--- src/design/b64enc_pkg.sv ---
// Package for the base64 stream encoder: group record, ASCII constants and
// the sextet-to-character mapping. No dependencies.
`default_nettype none

package b64enc_pkg;

    localparam int QUEUE_DEPTH = 2;

    localparam logic [7:0] CHAR_UPPER_A = 8'h41;
    localparam logic [7:0] CHAR_LOWER_A = 8'h61;
    localparam logic [7:0] CHAR_DIGIT_0 = 8'h30;
    localparam logic [7:0] CHAR_PLUS    = 8'h2B;
    localparam logic [7:0] CHAR_SLASH   = 8'h2F;
    localparam logic [7:0] PAD_CHAR     = 8'h3D;

    localparam logic [5:0] SEXTET_LOWER = 6'd26;
    localparam logic [5:0] SEXTET_DIGIT = 6'd52;
    localparam logic [5:0] SEXTET_PLUS  = 6'd62;

    localparam logic [1:0] NBYTES_ONE   = 2'd1;
    localparam logic [1:0] NBYTES_TWO   = 2'd2;
    localparam logic [1:0] NBYTES_THREE = 2'd3;

    // One group handed from the front to the back.
    typedef struct packed {
        logic [23:0] bits;
        logic [1:0]  nbytes;
        logic        eom;
    } t_group;

    function automatic logic [7:0] b64_char(input logic [5:0] v);
        logic [7:0] ext;
        ext = {2'b00, v};
        if (v < SEXTET_LOWER) begin
            return CHAR_UPPER_A + ext;
        end else if (v < SEXTET_DIGIT) begin
            return CHAR_LOWER_A + ext - {2'b00, SEXTET_LOWER};
        end else if (v < SEXTET_PLUS) begin
            return CHAR_DIGIT_0 + ext - {2'b00, SEXTET_DIGIT};
        end else if (v == SEXTET_PLUS) begin
            return CHAR_PLUS;
        end else begin
            return CHAR_SLASH;
        end
    endfunction

endpackage

`default_nettype wire

--- src/design/b64enc_if.sv ---
// Valid/ready channel interfaces of the base64 encoder: raw byte requests in,
// character requests out. No dependencies.
`default_nettype none

interface b64enc_byte_if;
    logic       valid;
    logic       ready;
    logic [7:0] in_byte;
    logic       end_of_message;
    modport source (output valid, in_byte, end_of_message, input ready);
    modport sink   (input valid, in_byte, end_of_message, output ready);
endinterface

interface b64enc_char_if;
    logic       valid;
    logic       ready;
    logic [7:0] out_char;
    logic       last_char;
    modport source (output valid, out_char, last_char, input ready);
    modport sink   (input valid, out_char, last_char, output ready);
endinterface

`default_nettype wire

--- src/design/b64enc_front.sv ---
// Front of the base64 encoder: gathers bytes into groups of up to three and
// pushes each complete or final group. Uses b64enc_pkg and b64enc_if.
`default_nettype none

module b64enc_front (
    input  wire logic          i_clk,
    input  wire logic          i_rst_n,
    b64enc_byte_if.sink        i_in,
    input  wire logic          i_q_full,
    output logic               o_push,
    output b64enc_pkg::t_group o_group
);

    logic [15:0] r_pend;
    logic [1:0]  r_cnt;
    logic [15:0] n_pend;
    logic [1:0]  n_cnt;
    logic [1:0]  held;
    logic        emit;
    logic        accept;

    always_comb begin
        held   = (r_cnt == 2'd3) ? 2'd2 : r_cnt;
        emit   = i_in.end_of_message || (held == 2'd2);
        i_in.ready = !i_q_full || !emit;
        accept = i_in.valid && i_in.ready;
        o_push = accept && emit;

        case (held)
            2'd0: o_group.bits = {i_in.in_byte, 16'h0000};
            2'd1: o_group.bits = {r_pend[15:8], i_in.in_byte, 8'h00};
            default: o_group.bits = {r_pend, i_in.in_byte};
        endcase
        o_group.nbytes = held + 2'd1;
        o_group.eom    = i_in.end_of_message;

        n_pend = r_pend;
        n_cnt  = r_cnt;
        if (accept) begin
            if (emit) begin
                n_pend = 16'h0000;
                n_cnt  = 2'd0;
            end else begin
                if (held == 2'd0) begin
                    n_pend = {i_in.in_byte, 8'h00};
                end else begin
                    n_pend = {r_pend[15:8], i_in.in_byte};
                end
                n_cnt = held + 2'd1;
            end
        end
    end

    always_ff @(posedge i_clk) begin
        if (!i_rst_n) begin
            r_pend <= 16'h0000;
            r_cnt  <= 2'd0;
        end else begin
            r_pend <= n_pend;
            r_cnt  <= n_cnt;
        end
    end

endmodule

`default_nettype wire

--- src/design/b64enc_queue.sv ---
// Short group queue between the encoder front and back.
// Uses b64enc_pkg.
`default_nettype none

module b64enc_queue #(
    parameter int P_DEPTH = b64enc_pkg::QUEUE_DEPTH
) (
    input  wire logic               i_clk,
    input  wire logic               i_rst_n,
    input  wire logic               i_push,
    input  wire b64enc_pkg::t_group i_group,
    output logic                    o_full,
    output logic                    o_valid,
    output b64enc_pkg::t_group      o_group,
    input  wire logic               i_pop
);

    localparam int PTR_W = $clog2(P_DEPTH);
    localparam int CNT_W = $clog2(P_DEPTH + 1);
    localparam logic [PTR_W-1:0] LAST_PTR = PTR_W'(P_DEPTH - 1);
    localparam logic [CNT_W-1:0] FULL_CNT = CNT_W'(P_DEPTH);

    b64enc_pkg::t_group r_mem [P_DEPTH];
    logic [PTR_W-1:0]   r_wp;
    logic [PTR_W-1:0]   r_rp;
    logic [CNT_W-1:0]   r_cnt;
    logic               do_pop;

    assign o_full  = (r_cnt == FULL_CNT);
    assign o_valid = (r_cnt != '0);
    assign o_group = r_mem[r_rp];
    assign do_pop  = i_pop && o_valid;

    always_ff @(posedge i_clk) begin
        if (i_push && !o_full) begin
            r_mem[r_wp] <= i_group;
        end
    end

    always_ff @(posedge i_clk) begin
        if (!i_rst_n) begin
            r_wp  <= '0;
            r_rp  <= '0;
            r_cnt <= '0;
        end else begin
            if (i_push && !o_full) begin
                r_wp <= (r_wp == LAST_PTR) ? '0 : r_wp + PTR_W'(1);
            end
            if (do_pop) begin
                r_rp <= (r_rp == LAST_PTR) ? '0 : r_rp + PTR_W'(1);
            end
            case ({i_push && !o_full, do_pop})
                2'b10:   r_cnt <= r_cnt + CNT_W'(1);
                2'b01:   r_cnt <= r_cnt - CNT_W'(1);
                default: r_cnt <= r_cnt;
            endcase
        end
    end

endmodule

`default_nettype wire

--- src/design/b64enc_back.sv ---
// Back of the base64 encoder: serializes each queued group into four
// characters, one per cycle while the sink is ready, through an output
// register. Uses b64enc_pkg and b64enc_if.
`default_nettype none

module b64enc_back (
    input  wire logic               i_clk,
    input  wire logic               i_rst_n,
    input  wire logic               i_q_valid,
    input  wire b64enc_pkg::t_group i_group,
    output logic                    o_pop,
    b64enc_char_if.source           o_out
);

    logic       r_valid;
    logic [7:0] r_char;
    logic       r_last;
    logic [1:0] r_ph;
    logic       load;
    logic [5:0] sextet;
    logic       pad;
    logic [7:0] n_char;

    always_comb begin
        load  = i_q_valid && (!r_valid || o_out.ready);
        o_pop = load && (r_ph == 2'd3);
        case (r_ph)
            2'd0:    sextet = i_group.bits[23:18];
            2'd1:    sextet = i_group.bits[17:12];
            2'd2:    sextet = i_group.bits[11:6];
            default: sextet = i_group.bits[5:0];
        endcase
        pad = ((r_ph == 2'd2) && (i_group.nbytes == b64enc_pkg::NBYTES_ONE))
           || ((r_ph == 2'd3) && (i_group.nbytes != b64enc_pkg::NBYTES_THREE));
        n_char = pad ? b64enc_pkg::PAD_CHAR : b64enc_pkg::b64_char(sextet);
    end

    always_ff @(posedge i_clk) begin
        if (load) begin
            r_char <= n_char;
            r_last <= i_group.eom && (r_ph == 2'd3);
        end
    end

    always_ff @(posedge i_clk) begin
        if (!i_rst_n) begin
            r_valid <= 1'b0;
            r_ph    <= 2'd0;
        end else if (load) begin
            r_valid <= 1'b1;
            r_ph    <= r_ph + 2'd1;
        end else if (o_out.ready) begin
            r_valid <= 1'b0;
        end
    end

    assign o_out.valid     = r_valid;
    assign o_out.out_char  = r_char;
    assign o_out.last_char = r_last;

endmodule

`default_nettype wire

--- src/design/base64_stream_encoder.sv ---
// Top level of the base64 stream encoder (RFC 4648 standard alphabet).
// Uses b64enc_pkg, b64enc_if, b64enc_front, b64enc_queue, b64enc_back.
`default_nettype none

// Bytes enter one per request with a final-byte flag; every third byte, and
// the final byte, closes a group that the front places into a short queue
// (P_QUEUE_DEPTH groups). The back turns each group into four characters,
// padded with '=' on a short final group, and marks the message's last
// character. A byte is taken every cycle while the queue has room; output
// runs at one character per cycle from a single output register while the
// sink is ready, and the first character of a group passes through the
// queue and then that output register after the byte that closes it.
module base64_stream_encoder #(
    parameter int P_QUEUE_DEPTH = b64enc_pkg::QUEUE_DEPTH
) (
    input  wire logic     i_clk,
    input  wire logic     i_rst_n,
    b64enc_byte_if.sink   i_in,
    b64enc_char_if.source o_out
);

    logic               push;
    logic               q_full;
    logic               q_valid;
    logic               pop;
    b64enc_pkg::t_group push_group;
    b64enc_pkg::t_group head_group;

    b64enc_front u_front (
        .i_clk    (i_clk),
        .i_rst_n  (i_rst_n),
        .i_in     (i_in),
        .i_q_full (q_full),
        .o_push   (push),
        .o_group  (push_group)
    );

    b64enc_queue #(
        .P_DEPTH (P_QUEUE_DEPTH)
    ) u_queue (
        .i_clk   (i_clk),
        .i_rst_n (i_rst_n),
        .i_push  (push),
        .i_group (push_group),
        .o_full  (q_full),
        .o_valid (q_valid),
        .o_group (head_group),
        .i_pop   (pop)
    );

    b64enc_back u_back (
        .i_clk     (i_clk),
        .i_rst_n   (i_rst_n),
        .i_q_valid (q_valid),
        .i_group   (head_group),
        .o_pop     (pop),
        .o_out     (o_out)
    );

endmodule

`default_nettype wire

--- src/flat_wrapper.sv ---
// flat-port wrapper written by rule: the top's interface ports become plain ports
module base64_stream_encoder_flat 
#(
    parameter int P_QUEUE_DEPTH = b64enc_pkg::QUEUE_DEPTH
)
  (i_clk, i_rst_n, i_in_valid, i_in_in_byte, i_in_end_of_message, i_in_ready, o_out_valid, o_out_out_char, o_out_last_char, o_out_ready);
  b64enc_byte_if i_in_i ();
  b64enc_char_if o_out_i ();
  input  wire logic i_clk;
  input  wire logic i_rst_n;
  input wire logic [$bits(i_in_i.valid)-1:0] i_in_valid;
  input wire logic [$bits(i_in_i.in_byte)-1:0] i_in_in_byte;
  input wire logic [$bits(i_in_i.end_of_message)-1:0] i_in_end_of_message;
  output wire logic [$bits(i_in_i.ready)-1:0] i_in_ready;
  output wire logic [$bits(o_out_i.valid)-1:0] o_out_valid;
  output wire logic [$bits(o_out_i.out_char)-1:0] o_out_out_char;
  output wire logic [$bits(o_out_i.last_char)-1:0] o_out_last_char;
  input wire logic [$bits(o_out_i.ready)-1:0] o_out_ready;
  assign i_in_i.valid = i_in_valid;
  assign i_in_i.in_byte = i_in_in_byte;
  assign i_in_i.end_of_message = i_in_end_of_message;
  assign i_in_ready = i_in_i.ready;
  assign o_out_valid = o_out_i.valid;
  assign o_out_out_char = o_out_i.out_char;
  assign o_out_last_char = o_out_i.last_char;
  assign o_out_i.ready = o_out_ready;
  base64_stream_encoder #(.P_QUEUE_DEPTH(P_QUEUE_DEPTH)) u_core (.i_clk(i_clk), .i_rst_n(i_rst_n), .i_in(i_in_i), .o_out(o_out_i));
endmodule
--- config.mk ---
export PLATFORM = sky130hd
export DESIGN_NAME = base64_stream_encoder_flat
export DESIGN_NICKNAME = d
export VERILOG_FILES = /design/src/design/b64enc_pkg.sv /design/src/design/b64enc_if.sv /design/src/design/b64enc_front.sv /design/src/design/b64enc_queue.sv /design/src/design/b64enc_back.sv /design/src/design/base64_stream_encoder.sv /design/src/flat_wrapper.sv
export SDC_FILE = /design/constraint.sdc
export NUM_CORES = 1
export LEC_CHECK = 0
export BUFFER_PORTS_ARGS = -buffer_cell sky130_fd_sc_hd__buf_2
export CORE_MARGIN = 2
export CORE_UTILIZATION = 60
export DETAILED_ROUTE_END_ITERATION = 12
export GPL_TIMING_DRIVEN = 0
export PLACE_DENSITY = 0.86
export SYNTH_ARGS = -nofsm -noshare
export SYNTH_HDL_FRONTEND = slang
export SYNTH_HIERARCHICAL = 1
export SYNTH_SLANG_ARGS = --single-unit
--- constraint.sdc ---
create_clock -name i_clk -period 3.4 [get_ports i_clk]
set_input_delay 0.51 -clock i_clk [delete_from_list [all_inputs] [get_ports i_clk]]
set_output_delay 0.51 -clock i_clk [all_outputs]
set_load 0.02 [all_outputs]
== Word-level counts from Yosys, hierarchy flattened ==
Memory sizes are Yosys's and may differ from the RTL's. A register that Yosys moved wholly into a read port is not among the register bits.
Index checks and enable logic that the tools add are counted.
Storage, ports and cells
  input bits: 13
  output and inout bits: 11
  memories kept: 1
  bits in registers: 34
  bits in writable memories: 54
  logic and storage cells: 79
Operators by class
  add/sub/neg operators: 11
  mux-type cells: 19
  equal/unequal tests: 12
  reductions and logical operators: 23
  order comparisons: 3
Memory list
  u_core.u_queue.r_mem: depth 2, bits a word 27, read ports 1, clocked after Yosys merged registers in 1, wr ports 1, line b64enc_queue.sv:23  | b64enc_pkg::t_group r_mem [P_DEPTH];
Operators with widths (number)
  one-hot mux 24 bit (2 select lines): 1
  two-way mux 16 bit: 2
  two-way mux 8 bit: 3
  one-hot mux 6 bit (3 select lines): 1
  adder 7 x 6 -> 8 bit (first input constant): 2
  equality test 2 bit (second input constant): 6
  < comparator 6 bit (second input constant): 2
  logical AND 1 bit: 9
  equality test 2 x 1 -> 1 bit (second input constant): 4
  two-way mux 1 bit: 8
  nonzero test 2 bit: 4
  subtractor 7 x 6 -> 8 bit (second input constant): 1
  subtractor 8 x 5 -> 8 bit (second input constant): 1
  adder 6 x 6 -> 7 bit (first input constant): 1
  adder 2 x 1 -> 2 bit (second input constant): 3
  equality test 6 bit (second input constant): 1
  < comparator 6 x 5 -> 1 bit (second input constant): 1
  logical NOT 2 bit: 2
  logical OR 1 bit: 4
  two-way mux 2 bit: 2
  one-hot mux 2 bit (2 select lines): 1
  logical NOT 1 bit: 3
  two-way mux 3 bit: 1
  adder 1 bit (second input constant): 2
  other kinds (3): 3

== Longest topological paths before layout ==
Gate-level depths: netlist of run 1.
  depth in word-level cells: 11
  depth in mapped cells: 10
  mapped depth without buffers: 9

== By module ==
Netlist of run 1, hierarchy kept.
Modules (own cells, without submodules)
  b64enc_queue: seq. area each 1721.7 um^2, instances 1, area an instance 2179.6 um^2, cells an instance 110
  b64enc_back: seq. area each 330.3 um^2, instances 1, area an instance 1027.2 um^2, cells an instance 113
  b64enc_front: seq. area each 360.3 um^2, instances 1, area an instance 998.5 um^2, cells an instance 116

== Worst setup path before layout of run 1 ==
No wires, ideal clock.
  path type: flip-flop to flip-flop
  start point: reg with a tool-made name
  end point: reg u_core.u_back.r_char[1] (netlist: u_core/u_back/o_out.out_char[1]), data pin
  period minus slack after synthesis: 2582 ps
  slack: 818 ps
  cell stages (with the launch flop): 10
  required time: 3144 ps
  data arrival time: 2326 ps
  setup time: 256 ps
  path buffers: 2
  cells stage by stage: dfxtp_1 -> buf_2 -> buf_2 -> mux2_2 -> a222oi_1 -> mux2_2 -> inv_2 -> ha_1 -> a211o_1 -> o211a_1
RTL lines
  end signal, assigned: line b64enc_back.sv:40  | r_char <= n_char;
  end, declared: line b64enc_back.sv:16  | logic [7:0] r_char;

==> impl_metrics.ini, run 1 <==
[worst_setup_path]
slowest_stage = a222oi_1
arrival_ns = 3.12
start_kind = register
cp_data_required_time_ns = 3.51
r2r-end = u_core/u_back/o_out.out_char[2]$_SDFFCE_PP1P_
cp-end-kind = register
path_cells = buf_2, buf_2, mux2_2, a222oi_1, mux2_2, inv_2, ha_1, a311o_1, o21ai_0, a32oi_1
worst-setup-path-type = register to register
cp_top_family = compound AO/OA/AOI/OAI gates
max_stage_delay_ns = 0.40
worst-path-max-fanout = 10
reg2regPathDepth = 10
critical_path_buf_inv_count = 3
ff2ff_setup_slack_ns = 0.39

[detailed_routing]
routedWlPerCell_um = 16.91
drc = 0
drt_iter0_drc = 220
wl_um = 8013
vias = 2729
antenna_left = 0
dr.pass1.iters = 5
vias_per_cell = 5.757

[floorplan]
die_h_um = 87.72
std_cell_rows = 30
core_area_um2 = 6794
ioPinCount = 24
dieArea_um2 = 7695
die_w_um = 87.72
initial_core_util = 0.6190

[placed_design]
place.gp.congestion = 0.9321
dp_hpwl_um = 5564
port_buffers = 23

[grt]
grt_max_degree = 28
grt_usage = 0.2293
grt_antenna_before_repair = 0
grt_first_pass_wirelength_um = 13150
grt_pass1_vias = 2686
overflow = 0

[yosys]
synth-seq-area-share = 0.5736
yosys_warnings = 6
synth.top_cell.area_share = 0.4499
post-synth-top-count-cell = edfxtp_1
ys_top_cells_by_count = 63 x edfxtp_1, 38 x mux2_2, 38 x nand2_1
ys_seq_elements = 89
yosys.area.top_type = edfxtp_1
syn_area_per_cell_um2 = 12.40
syn-num-nets = 359
synth_cell_type_count = 54
syn-instance-count = 339
synthesis.area_um2 = 4205
synth.top_cells.by_area = edfxtp_1 45%, dfxtp_1 12%, mux2_2 10%
synth_edf_count = 63
ys.flop_type = edfxtp_1
async_flop_share = 0

[clock_network]
tritoncts = yes
cts_setup_buffers = 0
cts_root_buf = clkbuf_8
htreeDepth = 3
clock_sinks = 89
numCtsBuffers = 9
clk_path_buf_depth = 2
clk_latency_ns = 0.36
postCtsHoldBufs = 0
clk_pin_slew_ns = 0.09
cts_resized = 0

[sta]
finalHoldViolCount = 0
max_slew.worst_pin.slew_ns = 1.232
rsz0062_at_grt = no
skew_ns = 0.01046
period_share = 0.8849
tns_ns = 0
finalMaxSlewViolations = 0
hold_ws_ns = 0.4248
finalSetupViolCount = 0
fmax_mhz = 332.4
fin_crit_ns = 3.009
relSlewSlack = 0.1786

[power_and_ir_drop]
p_leak_nw = 1.697
p_per_area_nw_per_um2 = 507.6
ir_drop_mv = 0.3137

[hold_path]
min_path_type = input port to register
hold_path_startpoint = i_in_in_byte[4]
hold_path_depth = 3
hold_end = u_core/u_front/r_pend[12]$_SDFFE_PN0P_

[outcome]
status = finished clean

[layout]
nets = 393
n_antenna_cell = 0
syn_to_final_growth_pct = 10.38
drive_above_1_share = 0.2540

[run]
cap_violations = 0
==> layout by cell type, fill, tap and decap left out, types with 3 or more instances in the layout <==
cell / n
o21a_1: 3
a22oi_1: 7
a222oi_1: 3
a21boi_0: 12
o21ai_0: 15
a211o_1: 3
a21oi_1: 10
nand2_1: 38
buf_2: 29
xnor2_1: 4
mux2_2: 38
inv_1: 15
a211oi_1: 3
dfxtp_1: 26
a22o_1: 9
nor2_1: 3
nor2b_1: 5
clkbuf_8: 11
edfxtp_1: 63
ha_1: 7
and3_1: 4
mux2i_1: 10
and2_1: 12
clkbuf_1: 4
==> flip-flops by register name, summed over array words and instances, names as in the netlist, named ones only <==
register	flops
u_core/u_back/o_out.out_char	8
u_core/u_back/o_out.valid	1
u_core/u_back/o_out.last_char	1
u_core/u_back/r_ph	2
u_core/u_queue/r_mem	54
u_core/u_queue/r_cnt	2
u_core/u_front/r_pend	16
u_core/u_front/r_cnt	2
u_core/u_queue/r_wp	1
u_core/u_queue/r_rp	1
==> stage by stage <==
stage	std cells	setup WS, ns	instance area (µm²)	utilization	power, mW
finish	474	0.3912	4642	0.6832	2.356
global route	474	0.2712	4642	0.6832	2.452
CTS	474	0.4297	4642	0.6832	2.358
detailed placement	458	0.4606	4441	0.6536	1.640
global placement	458	0.4630	4441	0.6536	1.624
floorplan	339	0.8181	4205	-	1.543
==> cells by family (layout without fill, tap and decap cells) <==
family                     Yosys count  count (layout)  synth area share
AOI/OAI and AO/OA                   79              79            0.1351
adders and majority gates            7               7           0.02083
and+or+nand+nor                     79              79           0.09789
buffers and inverters               32              71           0.03779
xor gates and xnor gates             4               4          0.008330
DFF                                 89              89            0.5736
muxes                               48              48            0.1256
other                                1               1         0.0008917
==> power by group <==
part           switching [mW]  internal [mW]
combinational           0.231          0.153
sequential             0.0193           1.22
clock                   0.383          0.346
==> how the worst max path moves through the flow <==
stage | start | to | slack [ns] | cells past startpoint
final | register | u_core/u_back/o_out.out_char[2]$_SDFFCE_PP1P_ | 0.39 | 10
after global routing | register | u_core/u_back/o_out.out_char[2]$_SDFFCE_PP1P_ | 0.27 | 10
after CTS | register | u_core/u_back/o_out.out_char[2]$_SDFFCE_PP1P_ | 0.43 | 10
after detailed placement | register | u_core/u_back/o_out.out_char[2]$_SDFFCE_PP1P_ | 0.46 | 10
after global placement | register | u_core/u_back/o_out.out_char[2]$_SDFFCE_PP1P_ | 0.46 | 10
after floorplan | register | u_core/u_back/o_out.out_char[1]$_SDFFCE_PP0P_ | 0.82 | 9
==> worst min-delay path, stage by stage <==
cell     delay (ns)
buf_2          0.13
nand2_1        0.05
mux2i_1        0.05
==> layer usage <==
layer	GRT usage	wire length [µm]
met4	0.1049	144
met5	0	0
met2	0.3650	3923
met3	0.05372	383
met1	0.3004	3561
==> layout make-up <==
cell class	count	area [µm²]
Timing Repair Buffer	23	115.1
Buffer	15	95.09
Clock buffer	9	123.9
Inverter	17	63.81
Clock inverter	7	77.57
Sequential cell	89	2412
Tap cell	96	120.1
Multi-Input combinational cell	218	1634
Fill cell	470	2152
(Power assumes the default switching activity.)
==> run 2, diff against run 1 <==
- RECOVER_POWER: unset -> 25
==> impl_metrics.ini, run 2 (same netlist as run 1, synthesis figures left out) <==
[outcome]
status = finished clean

[clock_network]
cts_setup_buffers = 0
htreeDepth = 3
clock_sinks = 89
clk_path_buf_depth = 2
clk_latency_ns = 0.36
tritoncts = yes
postCtsHoldBufs = 0
cts_resized = 0
clk_pin_slew_ns = 0.09
cts_root_buf = clkbuf_8
numCtsBuffers = 9

[worst_setup_path]
cp_data_required_time_ns = 3.51
arrival_ns = 3.18
path_cells = buf_2, buf_2, mux2_2, a222oi_1, mux2i_1, buf_2, and3_1, nor4_1, a22oi_1
cp_top_family = buffers and inverters
critical_path_buf_inv_count = 3
slowest_stage = a222oi_1
worst-setup-path-type = register to register
cpMostUsedCell = buf_2
cp-end-kind = register
start_kind = register
r2r-end = u_core/u_back/o_out.out_char[3]$_SDFFCE_PP1P_
worst-path-max-fanout = 10
max_stage_delay_ns = 0.53
reg2regPathDepth = 9
ff2ff_setup_slack_ns = 0.33

[floorplan]
ioPinCount = 24
die_w_um = 87.72
std_cell_rows = 30
dieArea_um2 = 7695
initial_core_util = 0.6190
die_h_um = 87.72
core_area_um2 = 6794

[detailed_routing]
dr.pass1.iters = 4
antenna_left = 0
vias_per_cell = 5.757
routedWlPerCell_um = 16.91
vias = 2729
drt_iter0_drc = 237
drc = 0
wl_um = 8014

[power_and_ir_drop]
pwr-share-seq = 0.529
ir_drop_mv = 0.3140
p_sw_frac = 0.2690
p_total_mw = 2.351
p_leak_nw = 1.661
power.switching_uw = 632.3
p_per_area_nw_per_um2 = 508.3
pwr-share-clk = 0.310
p_int_mw = 1.719
p_comb_frac = 0.161

[layout]
largest_register = u_core/u_queue/r_mem
stdcell_area_um2 = 4624
n_antenna_cell = 0
nets = 393
mostFrequentLayoutCell = edfxtp_1
drive_above_1_share = 0.2222
syn_to_final_growth_pct = 9.967
layout_common_cells = 63 x edfxtp_1, 38 x nand2_1, 38 x mux2_2
largest_register_ffs = 54

[grt]
overflow = 0
grt_antenna_before_repair = 0
grt_usage = 0.2293
grt_max_degree = 28
grt_first_pass_wirelength_um = 13150
grt_pass1_vias = 2686

[sta]
finalMaxSlewViolations = 0
relSlewSlack = 0.1853
tns_ns = 0
finalSetupViolCount = 0
max_slew.worst_pin.slew_ns = 1.222
fin_crit_ns = 3.069
hold_ws_ns = 0.4253
skew_ns = 0.009129
finalHoldViolCount = 0
period_share = 0.9027
fmax_mhz = 325.8
rsz0062_at_grt = no

[hold_path]
hold_path_depth = 3
hold_end = u_core/u_front/r_pend[12]$_SDFFE_PN0P_
min_path_type = input port to register
hold_path_startpoint = i_in_in_byte[4]

[placed_design]
dp_hpwl_um = 5564
port_buffers = 23
post_dp_cell_area_um2 = 4441
place.gp.congestion = 0.9321

[run]
cap_violations = 0
==> run 2: changes by cell type in the layout (fill, tap and decap cells not counted), sizes merged <==
cell,delta
buf,-13
clkbuf,+13
==> run 2: final cells by class <==
cell class,count,area (µm²)
Inverter,17,63.81
Buffer,15,91.34
Tap cell,96,120.1
Clock inverter,7,77.57
Multi-Input combinational cell,218,1634
Fill cell,477,2170
Clock buffer,9,123.9
Timing Repair Buffer,23,101.3
Sequential cell,89,2412
==> run 2: through the flow <==
step | setup WS (ns) | std cells | utilization
after global placement | 0.4630 | 458 | 0.6536
after floorplan | 0.8181 | 339 | -
after CTS | 0.4297 | 474 | 0.6832
final | 0.3307 | 474 | 0.6807
after detailed placement | 0.4606 | 458 | 0.6536
after global routing | 0.2712 | 474 | 0.6807
==> run 2: worst register-to-register path, delay by kind of cell, from the launching register on <==
kind / cells / cell delay (ns)
and+or+nand+nor: 2 / 0.51
muxes: 2 / 0.56
DFF: 1 / 0.31
buffers and inverters: 3 / 0.77
AOI/OAI and AO/OA: 2 / 0.67
==> run 2: worst max path at each step <==
stage | start | endpoint | slack [ns] | cells past startpoint
floorplan | register | u_core/u_back/o_out.out_char[1]$_SDFFCE_PP0P_ | 0.82 | 9
global route | register | u_core/u_back/o_out.out_char[2]$_SDFFCE_PP1P_ | 0.27 | 10
finish | register | u_core/u_back/o_out.out_char[3]$_SDFFCE_PP1P_ | 0.33 | 9
global placement | register | u_core/u_back/o_out.out_char[2]$_SDFFCE_PP1P_ | 0.46 | 10
detailed placement | register | u_core/u_back/o_out.out_char[2]$_SDFFCE_PP1P_ | 0.46 | 10
CTS | register | u_core/u_back/o_out.out_char[2]$_SDFFCE_PP1P_ | 0.43 | 10
==> run 2: power groups by stage <==
stage | logic, mW | registers [mW] | clock network, mW
6_report | 0.378 | 1.24 | 0.729
2_1_floorplan | 0.260 | 1.28 | 0
3_5_place_dp | 0.371 | 1.27 | 0
5_1_grt | 0.415 | 1.25 | 0.783
4_1_cts | 0.374 | 1.24 | 0.739
3_3_place_gp | 0.359 | 1.27 | 0
==> run 2: per-layer routing <==
metal	global-route usage	wire (µm)	part of all wire	up-vias
li1	-	-	-	1323
met1	0.3004	3497	0.44	1304
met2	0.3650	3940	0.49	89
met3	0.05372	430	0.054	13
met4	0.1049	146	0.018	0
met5	0	0	0	-
==> run 3, diff against run 2 <==
- CELL_PAD_IN_SITES_DETAIL_PLACEMENT: unset -> 1
- CELL_PAD_IN_SITES_GLOBAL_PLACEMENT: unset -> 2
- CORE_UTILIZATION: 60 -> 42
==> impl_metrics.ini, run 3 (same netlist as run 1, synthesis figures left out) <==
[outcome]
status = finished clean

[sta]
relSlewSlack = 0.1211
fin_crit_ns = 3.077
finalSetupViolCount = 0
finalHoldViolCount = 0
period_share = 0.9050
max_slew.worst_pin.slew_ns = 1.318
rsz0062_at_grt = no
skew_ns = 0.005697
fmax_mhz = 325.0
finalMaxSlewViolations = 0
tns_ns = 0

[placed_design]
port_buffers = 23
place.gp.congestion = 0.7579
dp_hpwl_um = 6476
post_dp_cell_area_um2 = 4487

[worst_setup_path]
arrival_ns = 3.16
critical_path_buf_inv_count = 3
cp_data_required_time_ns = 3.48
max_stage_delay_ns = 0.47
worst-path-max-fanout = 10
cp-end-kind = register
path_cells = buf_2, buf_2, mux2_2, a222oi_1, mux2_2, inv_2, ha_1, a311o_1, o21ai_0, a32oi_1
worst-setup-path-type = register to register
cp_top_family = compound AO/OA/AOI/OAI gates
start_kind = register
slowest_stage = a222oi_1

[detailed_routing]
vias = 2724
vias_per_cell = 5.331
antenna_left = 0
wl_um = 8997
drc = 0
routedWlPerCell_um = 17.61
dr.pass1.iters = 4
drt_iter0_drc = 125

[clock_network]
clk_pin_slew_ns = 0.08
cts_setup_buffers = 0
clk_path_buf_depth = 2
cts_resized = 0
postCtsHoldBufs = 0
cts_root_buf = clkbuf_8
clock_sinks = 89
htreeDepth = 3
numCtsBuffers = 9
tritoncts = yes
clk_latency_ns = 0.35

[layout]
multiInputGateArea_um2 = 1634
n_antenna_cell = 0
syn_to_final_growth_pct = 11.37
layout_common_cells = 63 x edfxtp_1, 38 x nand2_1, 38 x mux2_2
nets = 393
seq_area_um2 = 2412
largest_register_ffs = 54
largest_register = u_core/u_queue/r_mem
mostFrequentLayoutCell = edfxtp_1
final.fill_count = 1057
drive_above_1_share = 0.2143
stdcell_area_um2 = 4683

[grt]
grt_antenna_before_repair = 0
grt_first_pass_wirelength_um = 14650
grt_usage = 0.1729
overflow = 0
grt_pass1_vias = 2883
grt_max_degree = 28

[floorplan]
std_cell_rows = 36
die_w_um = 104.1
initial_core_util = 0.4322
ioPinCount = 24
core_area_um2 = 9729
die_h_um = 104.1
dieArea_um2 = 10830

[power_and_ir_drop]
p_leak_nw = 1.661
ir_drop_mv = 0.2087
p_per_area_nw_per_um2 = 512.4

[hold_path]
min_path_type = input port to register

[run]
cap_violations = 0
## run 3: changes by cell type in the layout (fill, tap and decap cells not counted), sizes merged
cell    change
inv         -2
bufinv      +1
clkbuf      +3
clkinv      -1
buf         -1
## run 3: power by group
part | internal (mW) | switching [mW] | total [mW]
Clock | 0.414 | 0.360 | 0.774
Sequential | 1.23 | 0.0196 | 1.24
Combinational | 0.148 | 0.233 | 0.381
Total | 1.79 | 0.613 | 2.40
## run 3: path summary, 6_finish.rpt
kind                                           from                                       endpoint  slack (ns)  cells after the start
min reg2reg  u_core/u_front/r_pend[11]$_SDFFE_PN0P_         u_core/u_front/r_pend[11]$_SDFFE_PN0P_        0.46                      2
max reg2reg                                register  u_core/u_back/o_out.out_char[2]$_SDFFCE_PP1P_        0.32                     10
min                                 i_in_in_byte[1]          u_core/u_front/r_pend[9]$_SDFFE_PN0P_        0.44                      3
max                                        register  u_core/u_back/o_out.out_char[2]$_SDFFCE_PP1P_        0.32                     10
## run 3: per-stage QoR
stage                     power, mW    util  instances  hold WS (ns)  setup slack [ns]
after floorplan               1.543       -        339        0.4355            0.8181
after global placement        1.639  0.4612        495        0.4428            0.4032
after detailed placement      1.654  0.4612        495        0.4562            0.3653
after CTS                     2.433  0.4829        511        0.4231            0.3344
after global routing          2.516  0.4814        511        0.4349            0.1196
final                         2.399  0.4814        511        0.4431            0.3231
## run 3: routing by layer
| layer | vias to the layer above | part of all wire | GRT usage |
|---|---|---|---|
| met2 | 49 | 0.50 | 0.2989 |
| met4 | 0 | 0.012 | 0.05695 |
| met3 | 9 | 0.037 | 0.03383 |
| met5 | - | 0 | 0 |
| li1 | 1333 | - | - |
| met1 | 1333 | 0.45 | 0.2177 |
## run 3: worst register-to-register path: cells and delay by family, from the launching register on
kind                     cells  cell delay [ns]
multiplexers                 2             0.69
AO/OA/AOI/OAI                4             0.97
adder cells (fa/ha/maj)      1             0.22
flip-flops                   1             0.31
buffers and inverters        3             0.62
## run 3: cell type report
class,instances,area share
plain buffers,15,0.02004
clock buffers,11,0.02805
clock inverters,5,0.01710
inverters,17,0.01363
multi-input cells,218,0.3489
flip-flops and latches,89,0.5151
well taps,133,0.03553
repair buffers,23,0.02164
